==> config.mk <==
export PLATFORM = sky130hd
export DESIGN_NAME = dpbt_fifo
export DESIGN_NICKNAME = d
export VERILOG_FILES = /design/src/sv/dpbt_pkg.sv /design/src/sv/dpbt_fifo.sv
export VERILOG_INCLUDE_DIRS = /design/src /design/src/sv
export SDC_FILE = /design/constraint.sdc
export NUM_CORES = 1
export LEC_CHECK = 0
export BUFFER_PORTS_ARGS = -buffer_cell sky130_fd_sc_hd__buf_2
export CAP_MARGIN = 10
export CORE_AREA = 8 8 174 176
export DETAILED_ROUTE_END_ITERATION = 10
export DIE_AREA = 0 0 182 184
export GPL_TIMING_DRIVEN = 0
export PLACE_DENSITY_LB_ADDON = 0.25
export RECOVER_POWER = 25
export SYNTH_ARGS = -nofsm -noshare
export SYNTH_HDL_FRONTEND = slang
export SYNTH_SLANG_ARGS = --single-unit
==> constraint.sdc <==
create_clock -name clk -period 10.5 [get_ports clk]
set_input_delay 2.1 -clock clk [delete_from_list [all_inputs] [get_ports clk]]
set_output_delay 2.1 -clock clk [all_outputs]
set_load 0.02 [all_outputs]
==> src/sv/depth_pixel_backproject_transform_unit_assert.svh <==
// assertion macros shared by the back-projection unit's modules
// expects signals named clk and arst_n in the module that uses them
`ifndef DEPTH_PIXEL_BACKPROJECT_TRANSFORM_UNIT_ASSERT_SVH
`define DEPTH_PIXEL_BACKPROJECT_TRANSFORM_UNIT_ASSERT_SVH

// same-cycle implication, checked outside reset
`define DPBT_ASSERT_IMP(name, ante, cons) \
	name: assert property (@(posedge clk) disable iff (!arst_n) (ante) |-> (cons)) \
		else $error("dpbt assertion failed");

// next-cycle implication, checked outside reset
`define DPBT_ASSERT_NXT(name, ante, cons) \
	name: assert property (@(posedge clk) disable iff (!arst_n) (ante) |=> (cons)) \
		else $error("dpbt assertion failed");

`endif

==> src/sv/dpbt_pkg.sv <==
// shared types, constants and tables of the depth back-projection unit
// no dependencies
package dpbt_pkg;

	localparam int SAMPLE_STEP = 5;
	localparam int COORD_BITS  = 12;

	localparam int PIX_W   = 12;
	localparam int DEPTH_W = 16;
	localparam int Z_W     = 14;
	localparam int OUT_W   = 24;

	localparam logic [DEPTH_W-1:0] DEPTH_MIN_MM = 16'd10;
	localparam logic [DEPTH_W-1:0] DEPTH_MAX_MM = 16'd10000;
	localparam logic [15:0] COORD_MASK = 16'((32'd1 << COORD_BITS) - 32'd1);

	// datapath widths
	localparam int U_W      = 18;
	localparam int UZ_W     = 31;
	localparam int P_W      = 56;
	localparam int XC_SHIFT = 28;
	localparam int XC_W     = 28;
	localparam int R_W      = 44;
	localparam int ACC_W    = 46;
	localparam int W_SHIFT  = 14;
	localparam int SUM_W    = 33;

	localparam logic signed [P_W-1:0]   X_ROUND = P_W'(64'sd1 <<< (XC_SHIFT - 1));
	localparam logic signed [ACC_W-1:0] W_ROUND = ACC_W'(64'sd1 <<< (W_SHIFT - 1));
	localparam logic signed [SUM_W-1:0] SAT_MAX = 33'sd8388607;
	localparam logic signed [SUM_W-1:0] SAT_MIN = -33'sd8388608;

	// config register indexes
	localparam int CFG_IDX_W = 3;
	localparam logic [CFG_IDX_W-1:0] REG_INV_FOCAL_X = 3'd0;
	localparam logic [CFG_IDX_W-1:0] REG_INV_FOCAL_Y = 3'd1;
	localparam logic [CFG_IDX_W-1:0] REG_CENTER_X    = 3'd2;
	localparam logic [CFG_IDX_W-1:0] REG_CENTER_Y    = 3'd3;
	localparam logic [CFG_IDX_W-1:0] REG_POSE_ROW_X  = 3'd4;
	localparam logic [CFG_IDX_W-1:0] REG_POSE_ROW_Y  = 3'd5;
	localparam logic [CFG_IDX_W-1:0] REG_POSE_ROW_Z  = 3'd6;

	localparam logic [23:0] INV_FOCAL_RESET = 24'd33554;
	localparam logic [15:0] CENTER_X_RESET  = 16'd5120;
	localparam logic [15:0] CENTER_Y_RESET  = 16'd3840;
	localparam logic [63:0] POSE_X_RESET    = 64'h0000_0000_0000_4000;
	localparam logic [63:0] POSE_Y_RESET    = 64'h0000_0000_4000_0000;
	localparam logic [63:0] POSE_Z_RESET    = 64'h0000_4000_0000_0000;

	// queue between front and back
	localparam int Q_DEPTH = 4;
	localparam int Q_AW    = $clog2(Q_DEPTH);
	localparam int Q_CW    = $clog2(Q_DEPTH + 1);

	typedef struct packed {
		logic [7:0] byte0;
		logic [7:0] byte1;
		logic [7:0] byte2;
	} color_t;

	typedef struct packed {
		logic [PIX_W-1:0] row;
		logic [PIX_W-1:0] col;
		logic [Z_W-1:0]   depth;
		color_t           color;
	} kept_item_t;

	typedef struct packed {
		logic [23:0]      inv_focal_x;
		logic [23:0]      inv_focal_y;
		logic [15:0]      center_x;
		logic [15:0]      center_y;
		logic [2:0][63:0] pose;
	} cam_cfg_t;

	// residue of each coordinate nibble at its weight, modulo the sample step
	typedef logic [3:0] res_t;
	typedef res_t [3:0][15:0] res_tab_t;

	function automatic res_tab_t make_res_tab();
		res_tab_t t;
		for (int k = 0; k < 4; k++) begin
			for (int c = 0; c < 16; c++) begin
				t[k][c] = 4'((c << (4 * k)) % SAMPLE_STEP);
			end
		end
		return t;
	endfunction

	// bit s set when s is a multiple of the sample step
	function automatic logic [63:0] make_zero_tab();
		logic [63:0] z;
		for (int s = 0; s < 64; s++) begin
			z[s] = ((s % SAMPLE_STEP) == 0);
		end
		return z;
	endfunction

	localparam res_tab_t    RES_TAB       = make_res_tab();
	localparam logic [63:0] STEP_ZERO_TAB = make_zero_tab();

endpackage

==> src/sv/dpbt_fifo.sv <==
// short request queue between front and back
// depends on dpbt_pkg
`include "depth_pixel_backproject_transform_unit_assert.svh"
module dpbt_fifo (
	input  logic                 clk,
	input  logic                 arst_n,
	input  logic                 wr_en,
	input  dpbt_pkg::kept_item_t wr_item,
	output logic                 full,
	input  logic                 rd_en,
	output dpbt_pkg::kept_item_t rd_item,
	output logic                 empty
);
	import dpbt_pkg::*;

	kept_item_t       slot_q [Q_DEPTH];
	logic [Q_AW-1:0]  wr_ptr_q;
	logic [Q_AW-1:0]  rd_ptr_q;
	logic [Q_CW-1:0]  count_q;
	logic             do_wr;
	logic             do_rd;

	assign full    = (count_q == Q_CW'(Q_DEPTH));
	assign empty   = (count_q == '0);
	assign do_wr   = wr_en && !full;
	assign do_rd   = rd_en && !empty;
	assign rd_item = slot_q[rd_ptr_q];

	always_ff @(posedge clk) begin
		if (do_wr) begin
			slot_q[wr_ptr_q] <= wr_item;
		end
	end

	always_ff @(posedge clk or negedge arst_n) begin
		if (!arst_n) begin
			wr_ptr_q <= '0;
			rd_ptr_q <= '0;
			count_q  <= '0;
		end else begin
			if (do_wr) begin
				wr_ptr_q <= (wr_ptr_q == Q_AW'(Q_DEPTH - 1)) ? '0 : wr_ptr_q + 1'b1;
			end
			if (do_rd) begin
				rd_ptr_q <= (rd_ptr_q == Q_AW'(Q_DEPTH - 1)) ? '0 : rd_ptr_q + 1'b1;
			end
			if (do_wr && !do_rd) begin
				count_q <= count_q + 1'b1;
			end else if (do_rd && !do_wr) begin
				count_q <= count_q - 1'b1;
			end
		end
	end

	`DPBT_ASSERT_NXT(a_q_grow, do_wr && !do_rd, count_q == $past(count_q) + 1'b1)
	`DPBT_ASSERT_NXT(a_q_idle, !do_wr && !do_rd, $stable(count_q) && $stable(rd_ptr_q))

endmodule

# ---- Yosys cells after proc, flatten, opt, wreduce, memory -nomap -nowiden
# Memories as Yosys holds them, arrays and structs flattened.
# Index checks and enable logic that the tools add are counted.
dict set report word_totals {
  register_bits 7
  ram_bits 248
  input_bits 66
  wordCells 27
  memories 1
}
dict set report op_classes {
  n_addsub 4
  eq_ne 3
  muxes 6
  reduce_logical 10
}
# memory depth width read_ports rd_ports_with_merged_regs wr line_no
set mem_list {}
lappend mem_list {slot_q 4 62 1 0 1 dpbt_fifo.sv:16} ;# kept_item_t slot_q [Q_DEPTH];
# op count
set ops {}
lappend ops {{3-bit 2-to-1 mux} 2}
lappend ops {{2-bit by 1-bit adder with 2-bit output, second input constant} 2}
lappend ops {{2-bit equality test, second input constant} 2}
lappend ops {{1-bit logical AND} 4}
lappend ops {{1-bit logical NOT} 4}
lappend ops {{2-bit 2-to-1 mux} 2}
lappend ops {{3-bit by 1-bit adder with 3-bit output, second input constant} 1}
lappend ops {{3-bit equality test, second input constant} 1}
lappend ops {{3-bit logical NOT} 1}
lappend ops {{3-bit by 1-bit subtractor with 3-bit output, second input constant} 1}
lappend ops {{1-bit 2-to-1 mux} 2}
lappend ops {{2-bit nonzero test} 1}

# ---- Logic depth before layout (Yosys ltp)
dict set report depth {
  depth_word 7
  depth_mapped 8
  ltp_nobuf 8
}

# ---- Worst setup path after synthesis
# No wires, ideal clock.
dict set report synth_path {
  kind {input -> register}
  start {in wr_en}
  end {mem slot_q[3][0] in the netlist's numbering, enable pin}
  arrival_ps 4761
  required_time_ps 10017
  setup_slack_ps 5256
  stages 2
  path_buffers 0
  path_cell_list {nand2_1 -> nor2_1}
}
dict set report synth_via {
  elab_chain_len 3
}
# element line_no
set synth_rtl {}
lappend synth_rtl {{start, declared} dpbt_fifo.sv:7} ;# input logic wr_en,
lappend synth_rtl {{1-bit logical AND} dpbt_fifo.sv:25} ;# assign do_wr = wr_en && !full;
lappend synth_rtl {{1-bit 2-to-1 mux} dpbt_fifo.sv:30} ;# if (do_wr) begin
lappend synth_rtl {{1-bit 2-to-1 mux (not written as such)} dpbt_fifo.sv:31} ;# slot_q[wr_ptr_q] <= wr_item;
lappend synth_rtl {{end, declared} dpbt_fifo.sv:16}
# No other way between the ends.

==> qor.txt <==
outcome: complete, no violations
Final Skew: 0.0118 ns
grt total ovfl: 0
Reg2Reg Depth: 7
most used cell, CP: buf_2
Sw Share: 30.8%
worst-margin pin slew: 0.598 ns
PortBufs: 129
dpl cell area: 10,700 um2
Non-Filler Instances: 889
setup TNS: 0 ns
Routed WL: 18.5 mm
Worst Setup EP: rd_item[6]
Yosys top cell by area: edfxtp_1
most numerous cell in the Yosys netlist: edfxtp_1
worst min path class: reg2reg
Hold-fix buffers, CTS: 0
post-synthesis sequential area ratio: 80.5%
Post-synth EDFFs: 248
Switch Pwr: 1070 uW
worst skew pair latency: 0.53 ns
gpl congestion: 0.672
CORE AREA: 27,500 um2
largest net degree at the start of global routing: 40
width of the die: 182 um
crit path DAT: 2.12 ns
number of global-route vias before repair: 4,699
Mapped Cells: 361
post-synth top area share: 78.7%
Die Y: 184 um
RSZ-0062 raised after global routing: false
CP max stage cell: buf_2
router iterations before antenna repair: 4
Synth Warn #: 0
CP endpoint kind: output pin
Starting DRT DRC Count: 183
R2R Path Start: count_q[0]$_DFFE_PN0P_
Unique masters post-synth: 23
Hold Vio Cnt, Final: 0
Rel. slew slack: 60.1%
worst vdd ir: 0.137 mV
Max clock buf depth: 3
startpoint types: flip-flop
CTS Sinks: 255
vias: 4,252
DR WL/cell: 20.8 um
H-tree Lvls: 1
CTS Root Cell: clkbuf_16
reg-to-reg critical path endpoint: count_q[2]$_DFFE_PN0P_
final instance area: 11,500 um2
# DRC: 0
P_leak: 0.00387 uW
Sequential Power Share: 40.0%
Comb pwr share: 32.1%
cell row count: 61
num ports: 130
Post-Syn Nets: 434
filler instances: 2,453
CTS Buf Count: 28
Worst Setup SP: rd_ptr_q[1]$_DFFE_PN0P_
cell count after placement: 841
main area contributors after synthesis: edfxtp_1 (79%), mux4_2 (15%), dfrtp_1 (1.9%)
r2r setup slk: 8.35 ns
fin nets: 598
CP Max Fanout: 10
Util after Layout: 42.0%
Final ANT Viol Nets: 0
Via density: 4.78
CTS tree: built
cell area power density: 302 nW/um2
Fmax: 237 MHz
Post-synth ARST share: 2.75%
Cell Area, Synth: 9470 um2
Layout area overhead: 22.0%
PostCTS Resize Cnt: 0
Starting Density: 34.5%
clock share of power: 27.9%
worst path cell trace: clkbuf_2 > buf_2 > mux4_2 > buf_2
minimum clock period: 4.22 ns
multi-input logic area: 1680 um2
Final setup viols: 0
CTS clk-pin slew, worst paths: 0.06 ns
register area: 7620 um2
Seq cells post-synth: 255
syn_area_per_cell: 26.2 um2
first-pass GRT wire length: 27.8 mm
WP data required: 8.40 ns
initial antenna violation count: 0
layout cells sized above 1: 39.8%
Max-Cap Viols: 0
Setup CP Type: reg2out
gr usage total: 10.9%
ANT cells: 0
most common flop cell mapped by yosys: edfxtp_1
period utilization: 40.2%
Post-CTS Setup Bufs: 0
die area: 33,500 um2
Post-DP HPWL: 11.3 mm
Max Slew Vio Count: 0
CP max stage delay: 0.37 ns
Int Power: 2410 uW
Synth top cells by count: edfxtp_1 (248), mux4_2 (62), dfrtp_1 (7)
-- layout by cell type, fill, tap and decap left out, types with 4 or more instances in the layout --
cell       Yosys  routed
clkbuf_1       0      44
clkbuf_16      0      29
mux4_2        62      62
edfxtp_1     248     248
ha_1           6       6
buf_2          6      94
clkinv_1       0       8
buf_12         6       8
bufinv_16      0       4
dfrtp_1        7       7
-- final cells by class --
type	count	share of cell area, %
Timing Repair Buffer	134	6.21
Tap cell	346	3.75
Clock inverter	16	1.56
Clock buffer	32	6.38
Buffer	14	1.44
Multi-Input combinational cell	89	14.6
Inverter	3	0.0975
Sequential cell	255	66.0
-- routing by layer --
layer | global-route usage [%] | part of all wire (%)
met1 | 13.4 | 42
met2 | 18.7 | 50
met4 | 3.08 | 2.6
met5 | 0 | 0
met3 | 3.14 | 5.7
-- per-stage QoR --
step           setup slack, ns  total power (uW)  hold WS (ns)
6_report                  6.28              3490         0.546
5_1_grt                   6.13              3660         0.576
4_1_cts                   6.19              3570         0.542
3_5_place_dp              6.77              2580         0.532
3_3_place_gp              2.69              2560         0.521
2_1_floorplan             5.26              2190         0.501
-- power groups by stage --
stage | registers, uW | logic [uW] | clock network, uW
2_1_floorplan | 1410 | 775 | 0
3_3_place_gp | 1440 | 1120 | 0
3_5_place_dp | 1420 | 1160 | 0
6_report | 1390 | 1120 | 973
4_1_cts | 1400 | 1170 | 1010
5_1_grt | 1410 | 1210 | 1040
-- state kept, by name (all words and copies together), names as in the netlist --
name / cells
slot_q: 248
count_q: 3
rd_ptr_q: 2
wr_ptr_q: 2
-- cell families (layout without fill, tap and decap cells) --
group	Yosys count	count (layout)	synth area share, %
xor gates and xnor gates	3	3	0.278
buffers and inverters	17	199	1.88
muxes	66	66	15.3
DFF	255	255	80.5
AOI/OAI and AO/OA	2	2	0.211
and+or+nand+nor	11	11	0.806
adders and majority gates	7	7	1.00
-- critical path, delay by kind of cell, from the launching register on --
kind	cells	cell delay, ns
buffers and inverters	3	0.87
DFF	1	0.36
muxes	1	0.37
-- worst min-delay path by stage --
stage,startpoint,end,cells after the start
after global routing,count_q[2]$_DFFE_PN0P_,count_q[2]$_DFFE_PN0P_,1
after floorplan,count_q[2]$_DFFE_PN0P_,count_q[2]$_DFFE_PN0P_,1
after global placement,count_q[2]$_DFFE_PN0P_,count_q[2]$_DFFE_PN0P_,1
final,count_q[2]$_DFFE_PN0P_,count_q[2]$_DFFE_PN0P_,1
after detailed placement,count_q[2]$_DFFE_PN0P_,count_q[2]$_DFFE_PN0P_,1
after CTS,count_q[2]$_DFFE_PN0P_,count_q[2]$_DFFE_PN0P_,1
No activity file was read; power rests on OpenSTA's default activity.
