===== config.mk =====
export PLATFORM = sky130hd
export DESIGN_NAME = dpbt_front
export DESIGN_NICKNAME = d
export VERILOG_FILES = /design/src/sv/depth_pixel_backproject_transform_unit_assert.svh /design/src/sv/dpbt_pkg.sv /design/src/sv/dpbt_front.sv
export SDC_FILE = /design/constraint.sdc
export NUM_CORES = 1
export LEC_CHECK = 0
export ABC_AREA = 1
export BUFFER_PORTS_ARGS = -buffer_cell sky130_fd_sc_hd__buf_2
export CAP_MARGIN = 20
export CORE_MARGIN = 2
export CORE_UTILIZATION = 33
export DETAILED_ROUTE_END_ITERATION = 12
export PLACE_DENSITY = 0.72
export SLEW_MARGIN = 15
export SYNTH_ARGS = -nofsm -noshare
export SYNTH_HDL_FRONTEND = slang
export SYNTH_SLANG_ARGS = --single-unit

===== constraint.sdc =====
create_clock -name vclk -period 3.65
set_input_delay 0.5475 -clock vclk [all_inputs]
set_output_delay 0.5475 -clock vclk [all_outputs]
set_load 0.005 [all_outputs]

===== src/sv/depth_pixel_backproject_transform_unit_assert.svh =====
// assertion macros shared by the back-projection unit's modules
// expects signals named clk and arst_n in the module that uses them
`ifndef DEPTH_PIXEL_BACKPROJECT_TRANSFORM_UNIT_ASSERT_SVH
`define DEPTH_PIXEL_BACKPROJECT_TRANSFORM_UNIT_ASSERT_SVH

// same-cycle implication, checked outside reset
`define DPBT_ASSERT_IMP(name, ante, cons) \
	name: assert property (@(posedge clk) disable iff (!arst_n) (ante) |-> (cons)) \
		else $error("dpbt assertion failed");

// next-cycle implication, checked outside reset
`define DPBT_ASSERT_NXT(name, ante, cons) \
	name: assert property (@(posedge clk) disable iff (!arst_n) (ante) |=> (cons)) \
		else $error("dpbt assertion failed");

`endif


===== src/sv/dpbt_pkg.sv =====
// shared types, constants and tables of the depth back-projection unit
// no dependencies
package dpbt_pkg;

	localparam int SAMPLE_STEP = 5;
	localparam int COORD_BITS  = 12;

	localparam int PIX_W   = 12;
	localparam int DEPTH_W = 16;
	localparam int Z_W     = 14;
	localparam int OUT_W   = 24;

	localparam logic [DEPTH_W-1:0] DEPTH_MIN_MM = 16'd10;
	localparam logic [DEPTH_W-1:0] DEPTH_MAX_MM = 16'd10000;
	localparam logic [15:0] COORD_MASK = 16'((32'd1 << COORD_BITS) - 32'd1);

	// datapath widths
	localparam int U_W      = 18;
	localparam int UZ_W     = 31;
	localparam int P_W      = 56;
	localparam int XC_SHIFT = 28;
	localparam int XC_W     = 28;
	localparam int R_W      = 44;
	localparam int ACC_W    = 46;
	localparam int W_SHIFT  = 14;
	localparam int SUM_W    = 33;

	localparam logic signed [P_W-1:0]   X_ROUND = P_W'(64'sd1 <<< (XC_SHIFT - 1));
	localparam logic signed [ACC_W-1:0] W_ROUND = ACC_W'(64'sd1 <<< (W_SHIFT - 1));
	localparam logic signed [SUM_W-1:0] SAT_MAX = 33'sd8388607;
	localparam logic signed [SUM_W-1:0] SAT_MIN = -33'sd8388608;

	// config register indexes
	localparam int CFG_IDX_W = 3;
	localparam logic [CFG_IDX_W-1:0] REG_INV_FOCAL_X = 3'd0;
	localparam logic [CFG_IDX_W-1:0] REG_INV_FOCAL_Y = 3'd1;
	localparam logic [CFG_IDX_W-1:0] REG_CENTER_X    = 3'd2;
	localparam logic [CFG_IDX_W-1:0] REG_CENTER_Y    = 3'd3;
	localparam logic [CFG_IDX_W-1:0] REG_POSE_ROW_X  = 3'd4;
	localparam logic [CFG_IDX_W-1:0] REG_POSE_ROW_Y  = 3'd5;
	localparam logic [CFG_IDX_W-1:0] REG_POSE_ROW_Z  = 3'd6;

	localparam logic [23:0] INV_FOCAL_RESET = 24'd33554;
	localparam logic [15:0] CENTER_X_RESET  = 16'd5120;
	localparam logic [15:0] CENTER_Y_RESET  = 16'd3840;
	localparam logic [63:0] POSE_X_RESET    = 64'h0000_0000_0000_4000;
	localparam logic [63:0] POSE_Y_RESET    = 64'h0000_0000_4000_0000;
	localparam logic [63:0] POSE_Z_RESET    = 64'h0000_4000_0000_0000;

	// queue between front and back
	localparam int Q_DEPTH = 4;
	localparam int Q_AW    = $clog2(Q_DEPTH);
	localparam int Q_CW    = $clog2(Q_DEPTH + 1);

	typedef struct packed {
		logic [7:0] byte0;
		logic [7:0] byte1;
		logic [7:0] byte2;
	} color_t;

	typedef struct packed {
		logic [PIX_W-1:0] row;
		logic [PIX_W-1:0] col;
		logic [Z_W-1:0]   depth;
		color_t           color;
	} kept_item_t;

	typedef struct packed {
		logic [23:0]      inv_focal_x;
		logic [23:0]      inv_focal_y;
		logic [15:0]      center_x;
		logic [15:0]      center_y;
		logic [2:0][63:0] pose;
	} cam_cfg_t;

	// residue of each coordinate nibble at its weight, modulo the sample step
	typedef logic [3:0] res_t;
	typedef res_t [3:0][15:0] res_tab_t;

	function automatic res_tab_t make_res_tab();
		res_tab_t t;
		for (int k = 0; k < 4; k++) begin
			for (int c = 0; c < 16; c++) begin
				t[k][c] = 4'((c << (4 * k)) % SAMPLE_STEP);
			end
		end
		return t;
	endfunction

	// bit s set when s is a multiple of the sample step
	function automatic logic [63:0] make_zero_tab();
		logic [63:0] z;
		for (int s = 0; s < 64; s++) begin
			z[s] = ((s % SAMPLE_STEP) == 0);
		end
		return z;
	endfunction

	localparam res_tab_t    RES_TAB       = make_res_tab();
	localparam logic [63:0] STEP_ZERO_TAB = make_zero_tab();

endpackage


===== src/sv/dpbt_front.sv =====
// front end: accepts pixels, checks sampling grid and depth range
// depends on dpbt_pkg
module dpbt_front (
	input  logic                       push,
	output logic                       full,
	input  logic [11:0]                pixel_row,
	input  logic [11:0]                pixel_col,
	input  logic [15:0]                depth_mm,
	input  logic [7:0]                 color_byte0,
	input  logic [7:0]                 color_byte1,
	input  logic [7:0]                 color_byte2,
	input  logic                       q_full,
	output logic                       q_wr,
	output dpbt_pkg::kept_item_t       q_item
);
	import dpbt_pkg::*;

	logic [15:0] row_m;
	logic [15:0] col_m;
	logic        on_grid;
	logic        depth_ok;

	function automatic logic step_aligned(input logic [15:0] c);
		logic [5:0] s;
		s = 6'(RES_TAB[0][c[3:0]]) + 6'(RES_TAB[1][c[7:4]])
			+ 6'(RES_TAB[2][c[11:8]]) + 6'(RES_TAB[3][c[15:12]]);
		return STEP_ZERO_TAB[s];
	endfunction

	assign row_m    = 16'(pixel_row) & COORD_MASK;
	assign col_m    = 16'(pixel_col) & COORD_MASK;
	assign on_grid  = step_aligned(row_m) && step_aligned(col_m);
	assign depth_ok = (depth_mm >= DEPTH_MIN_MM) && (depth_mm <= DEPTH_MAX_MM);

	assign full = q_full;
	assign q_wr = push && !q_full && on_grid && depth_ok;

	always_comb begin
		q_item.row         = 12'(row_m);
		q_item.col         = 12'(col_m);
		q_item.depth       = Z_W'(depth_mm);
		q_item.color.byte0 = color_byte0;
		q_item.color.byte1 = color_byte1;
		q_item.color.byte2 = color_byte2;
	end

endmodule


[After elaboration in Yosys (flattened, before gate mapping)]
Memory sizes are Yosys's and may differ from the RTL's.
Cells that the tools add are included.
Storage, ports and cells
  bits in latches: 0
  bits in read-only memories: 512
  memory bits (writable): 0
  memories: 8
  input bits: 66
  output and inout bits: 64
  register bits: 0
  logic and storage cells: 36
Memories
  (name not given): depth 16, bits a word 4, rd ports 1, clocked after memory_dff 0, wr ports 0, RTL line dpbt_front.sv:26  | + 6'(RES_TAB[2][c[11:8]]) + 6'(RES_TAB[3][c[15:12]]);
  (name not given): depth 16, bits a word 4, rd ports 1, clocked after memory_dff 0, wr ports 0, RTL line dpbt_front.sv:25  | s = 6'(RES_TAB[0][c[3:0]]) + 6'(RES_TAB[1][c[7:4]])
  (name not given): depth 16, bits a word 4, rd ports 1, clocked after memory_dff 0, wr ports 0, RTL line dpbt_front.sv:25
  (name not given): depth 64, bits a word 1, rd ports 1, clocked after memory_dff 0, wr ports 0, RTL line dpbt_front.sv:27  | return STEP_ZERO_TAB[s];
  (name not given): depth 64, bits a word 1, rd ports 1, clocked after memory_dff 0, wr ports 0, RTL line dpbt_front.sv:27
  (name not given): depth 16, bits a word 4, rd ports 1, clocked after memory_dff 0, wr ports 0, RTL line dpbt_front.sv:26
  2 more memories
Operators by class
  eq/ne operators: 0
  add/sub/neg operators: 4
  reductions and logical operators: 6
  $mul: 0
  $lt $le $gt $ge: 10
  shifts and indexed selects: 0
  divide/modulo/power cells: 0
  muxes and demuxes: 8
  bitwise logic cells: 0
Operators with widths (count)
  $lt A4 B5 Y1 const B: 6
  $mux W4: 6
  $ge A16 B4 Y1 const B: 1
  $le A16 B14 Y1 const B: 1
  $lt A6 B7 Y1 const B: 2
  $add A5 B4 Y6: 2
  $add A4 B4 Y5: 2
  $logic_and A1 B1 Y1: 5
  $mux W1: 2
  $logic_not A1 Y1: 1

[Logic depth before layout (Yosys ltp)]
  depth in word-level cells: 9
  gate-level depth with buffers: 21
  depth with buffers taken out: 21

[Worst setup path before layout]
Ideal clock, no wire load.
  path type: input-to-output
  from: input port pixel_col[0]
  to: output port q_wr
  setup slack: 0.322 ns
  cell stages on the path: 19
  buffers on the path: 0
  data required time: 3.102 ns
  data arrival time: 2.780 ns
  cells stage by stage: inv_1 ha_1 o21ai_0 o21ai_0 fa_1 inv_1 ha_1 inv_1 fa_1 inv_1 nand2_1 nand2_1 nand2_1 nand2_1 nand2_1 nand2_1 inv_1 nand2_1 nor2_2
Between the ends
  cells in the longest elaborated chain, start to end: 9
Ends and longest elaborated chain
  start, declared: RTL line dpbt_front.sv:7  | input logic [11:0] pixel_col,
  $mem_v2 Z16 W4
  $mux W4 (not written as such): RTL line dpbt_front.sv:25
  $add A4 B4 Y5: RTL line dpbt_front.sv:25
  $add A5 B4 Y6: RTL line dpbt_front.sv:26
  $mem_v2 Z64 W1
  $mux W1 (not written as such): RTL line dpbt_front.sv:27
  $logic_and A1 B1 Y1: RTL line dpbt_front.sv:32  | assign on_grid = step_aligned(row_m) && step_aligned(col_m);
  $logic_and A1 B1 Y1 (2 in series): RTL line dpbt_front.sv:36  | assign q_wr = push && !q_full && on_grid && depth_ok;
  end, declared: RTL line dpbt_front.sv:13  | output logic q_wr,
Every way passes these cells. The select of a mux whose other input is x is not followed.

[Worst setup path in the final report]
  from: input port pixel_col[5]
  to: output port q_wr
The elaborated chain is that of the path after synthesis.

==> flow_summary.ini <==
[critical_path]
crit_path_end_kind = primary output
critical_path.startpoint_type = primary input
critPathLaunch = pixel_col[5]
crit_type = in2out
crit_fanout = 5
cp_slowest_cell = fa_1
slowest_delay_ps = 590
cp.required_ps = 3100
worstSetupEndpoint = q_wr
cp.arrival_ps = 3100
crit_top_cell = nand2_1
path_cells = buf_8 > inv_6 > ha_4 > o21ai_2 > a21oi_2 > fa_1 > ha_4 > inv_2 > fa_1 > inv_1 > nand2_1 > nand2_1 > nand2_1 > nand2_1 > nand2_1 > nand2_1 > inv_1 > nand2_1 > nor2_2 > buf_2

[clock_tree]
cts_hold_buf = 0

[global_routing]
busiest_layer = met2
use_met1_pct = 13.7
grt_pass1_vias = 1570
grt_overflow_total = 0
grt_pass1_wl_um = 6190
use_met3_pct = 1.02
antenna_found_initial = 0
grt_usage_pct = 11.1
grt_max_degree = 11
grt_use_met2_pct = 21.5

[cells_and_area]
final_cells = 398
postLayoutCellArea_um2 = 2280
diodes = 0
ff_latch_area_um2 = 0
clockBufferCount = 0
final_nets = 430
utilization_pct = 41.1
numSequentialCells = 0
syn_to_final_growth_pct = 20.2
drive_above_1_share_pct = 50.6

[power_and_ir_drop]
p_clk_share_pct = 0
total_power_mw = 0.446
peakVddDrop_uv = 86.5
p_leak_nw = 1.20
power.internal_mw = 0.202
combPwrFrac_pct = 100.0
seq_power_share_pct = 0
switching_share_pct = 54.7
power_density_nw_per_um2 = 196
power.switching_mw = 0.244

[job]
cap_viol_max_count = 0

[route]
wire_per_inst_um = 9.84
ant_nets = 0
drc = 0
drt_iter0_drc = 15
via_per_inst = 4.50
wirelength_um = 3920
drtPass1Iterations = 4
vias = 1790

[die]
row_count = 27
die_width_um = 79.8
core_um2 = 5540
io_pins = 130
initial_core_util_pct = 34.2
dieArea_um2 = 6370
die_y_um = 79.8

[synth]
synth_area_leaders = buf_4 25%, ha_1 18%, inv_1 10%, fa_1 8.4%, nand2_1 6.9%
synthCells = 303
yosysSeqAreaShare_pct = 0
synth_area_um2 = 1900
synth_top_area_share_pct = 24.9
syn_area_per_cell_um2 = 6.26
ys_warn_count = 0
synth_top_cell_by_area = buf_4
synth_nets = 405
synthTopCellsByCount = 63 x buf_4, 52 x inv_1, 35 x nand2_1
yosysMostFrequentCell = buf_4
post_synth_num_cell_types = 20

[placed_design]
routabilityCongestion = 0.786
dpl.cell_count = 396
dpl_cell_area_um2 = 1950
numPortBuffers = 82
hpwl_um = 3140

[timing]
setup_viol = 0
rsz0062_at_grt = true
worstMarginPinSlew_ps = 256
fin_crit_ps = 3650
whs_ps = 1100
hold_violations = 0
clock.fmax_mhz = 274
relSlewSlack_pct = 82.9
period_share_pct = 100
report.final.slew_viol_count = 0

[hold_path]
hp-class = in2out

[status]
status = complete, no violations
-- kinds of logic after synthesis --
family,Yosys count,synth area share (%)
AO/OA/AOI/OAI,57,15.6
XOR/XNOR,1,0.462
adder cells (fa/ha/maj),36,26.9
buffers and inverters,122,37.0
AND/OR/NAND/NOR,87,20.1
-- worst min-delay path by stage --
stage / start / to / slack (ps) / depth (start not counted)
after detailed placement: color_byte2[0] / q_item[0] / 1100 / 0
after CTS: color_byte2[0] / q_item[0] / 1100 / 0
after global routing: color_byte1[4] / q_item[12] / 1100 / 0
final: color_byte1[3] / q_item[11] / 1100 / 0
after global placement: color_byte2[0] / q_item[0] / 1100 / 0
after floorplan: q_full / full / 1180 / 1
-- layer usage --
metal  part of all wire [%]  up-vias  wire length, µm
li1                       -      937                -
met1                     43      798             1700
met2                     52       55             2030
met3                    4.7        0              185
met4                      0        0                0
met5                      0        -                0
-- power groups by stage --
stage / clock (mW) / sequential, mW / combinational, mW
2_1_floorplan: 0 / 0 / 0.326
3_3_place_gp: 0 / 0 / 0.371
3_5_place_dp: 0 / 0 / 0.382
4_1_cts: 0 / 0 / 0.430
5_1_grt: 0 / 0 / 0.514
6_report: 0 / 0 / 0.446
-- repair_timing --
action,CTS,global route
setup endpoints to repair,1,1
buffers inserted,1,1
resized for setup,81,37
pin swaps,37,23
-- cell type report --
| class | instances | area, µm² |
|---|---|---|
| fill | 594 | 3260 |
| multi-input combinational | 181 | 1420 |
| timing repair buffer | 92 | 559 |
| inverter | 53 | 209 |
| tap | 72 | 90.1 |
-- placed cells by master, fill, tap and decap left out, types with 7 or more instances in the layout --
cell type	n
buf_2	72
buf_6	9
a21oi_1	14
nor2_2	7
ha_1	13
nand3_1	10
buf_4	8
nor2_1	22
nand2_1	35
o21ai_2	12
o21ai_1	11
ha_4	9
a21oi_2	11
inv_1	33
inv_2	17
-- stage by stage --
stage / TNS [ps] / setup WS, ps
after global placement: -57.1 / -57.1
after CTS: 0 / 0.468
after global routing: -196 / -196
after floorplan: 0 / 322
after detailed placement: -104 / -104
final: 0 / 1.55
-- critical path, delay by kind of cell --
| family | cells | cell delay (ps) |
|---|---|---|
| AO/OA/AOI/OAI | 2 | 240 |
| adder cells (fa/ha/maj) | 4 | 1490 |
| buffers and inverters | 6 | 390 |
| AND/OR/NAND/NOR | 8 | 450 |
(Power assumes the default switching activity.)
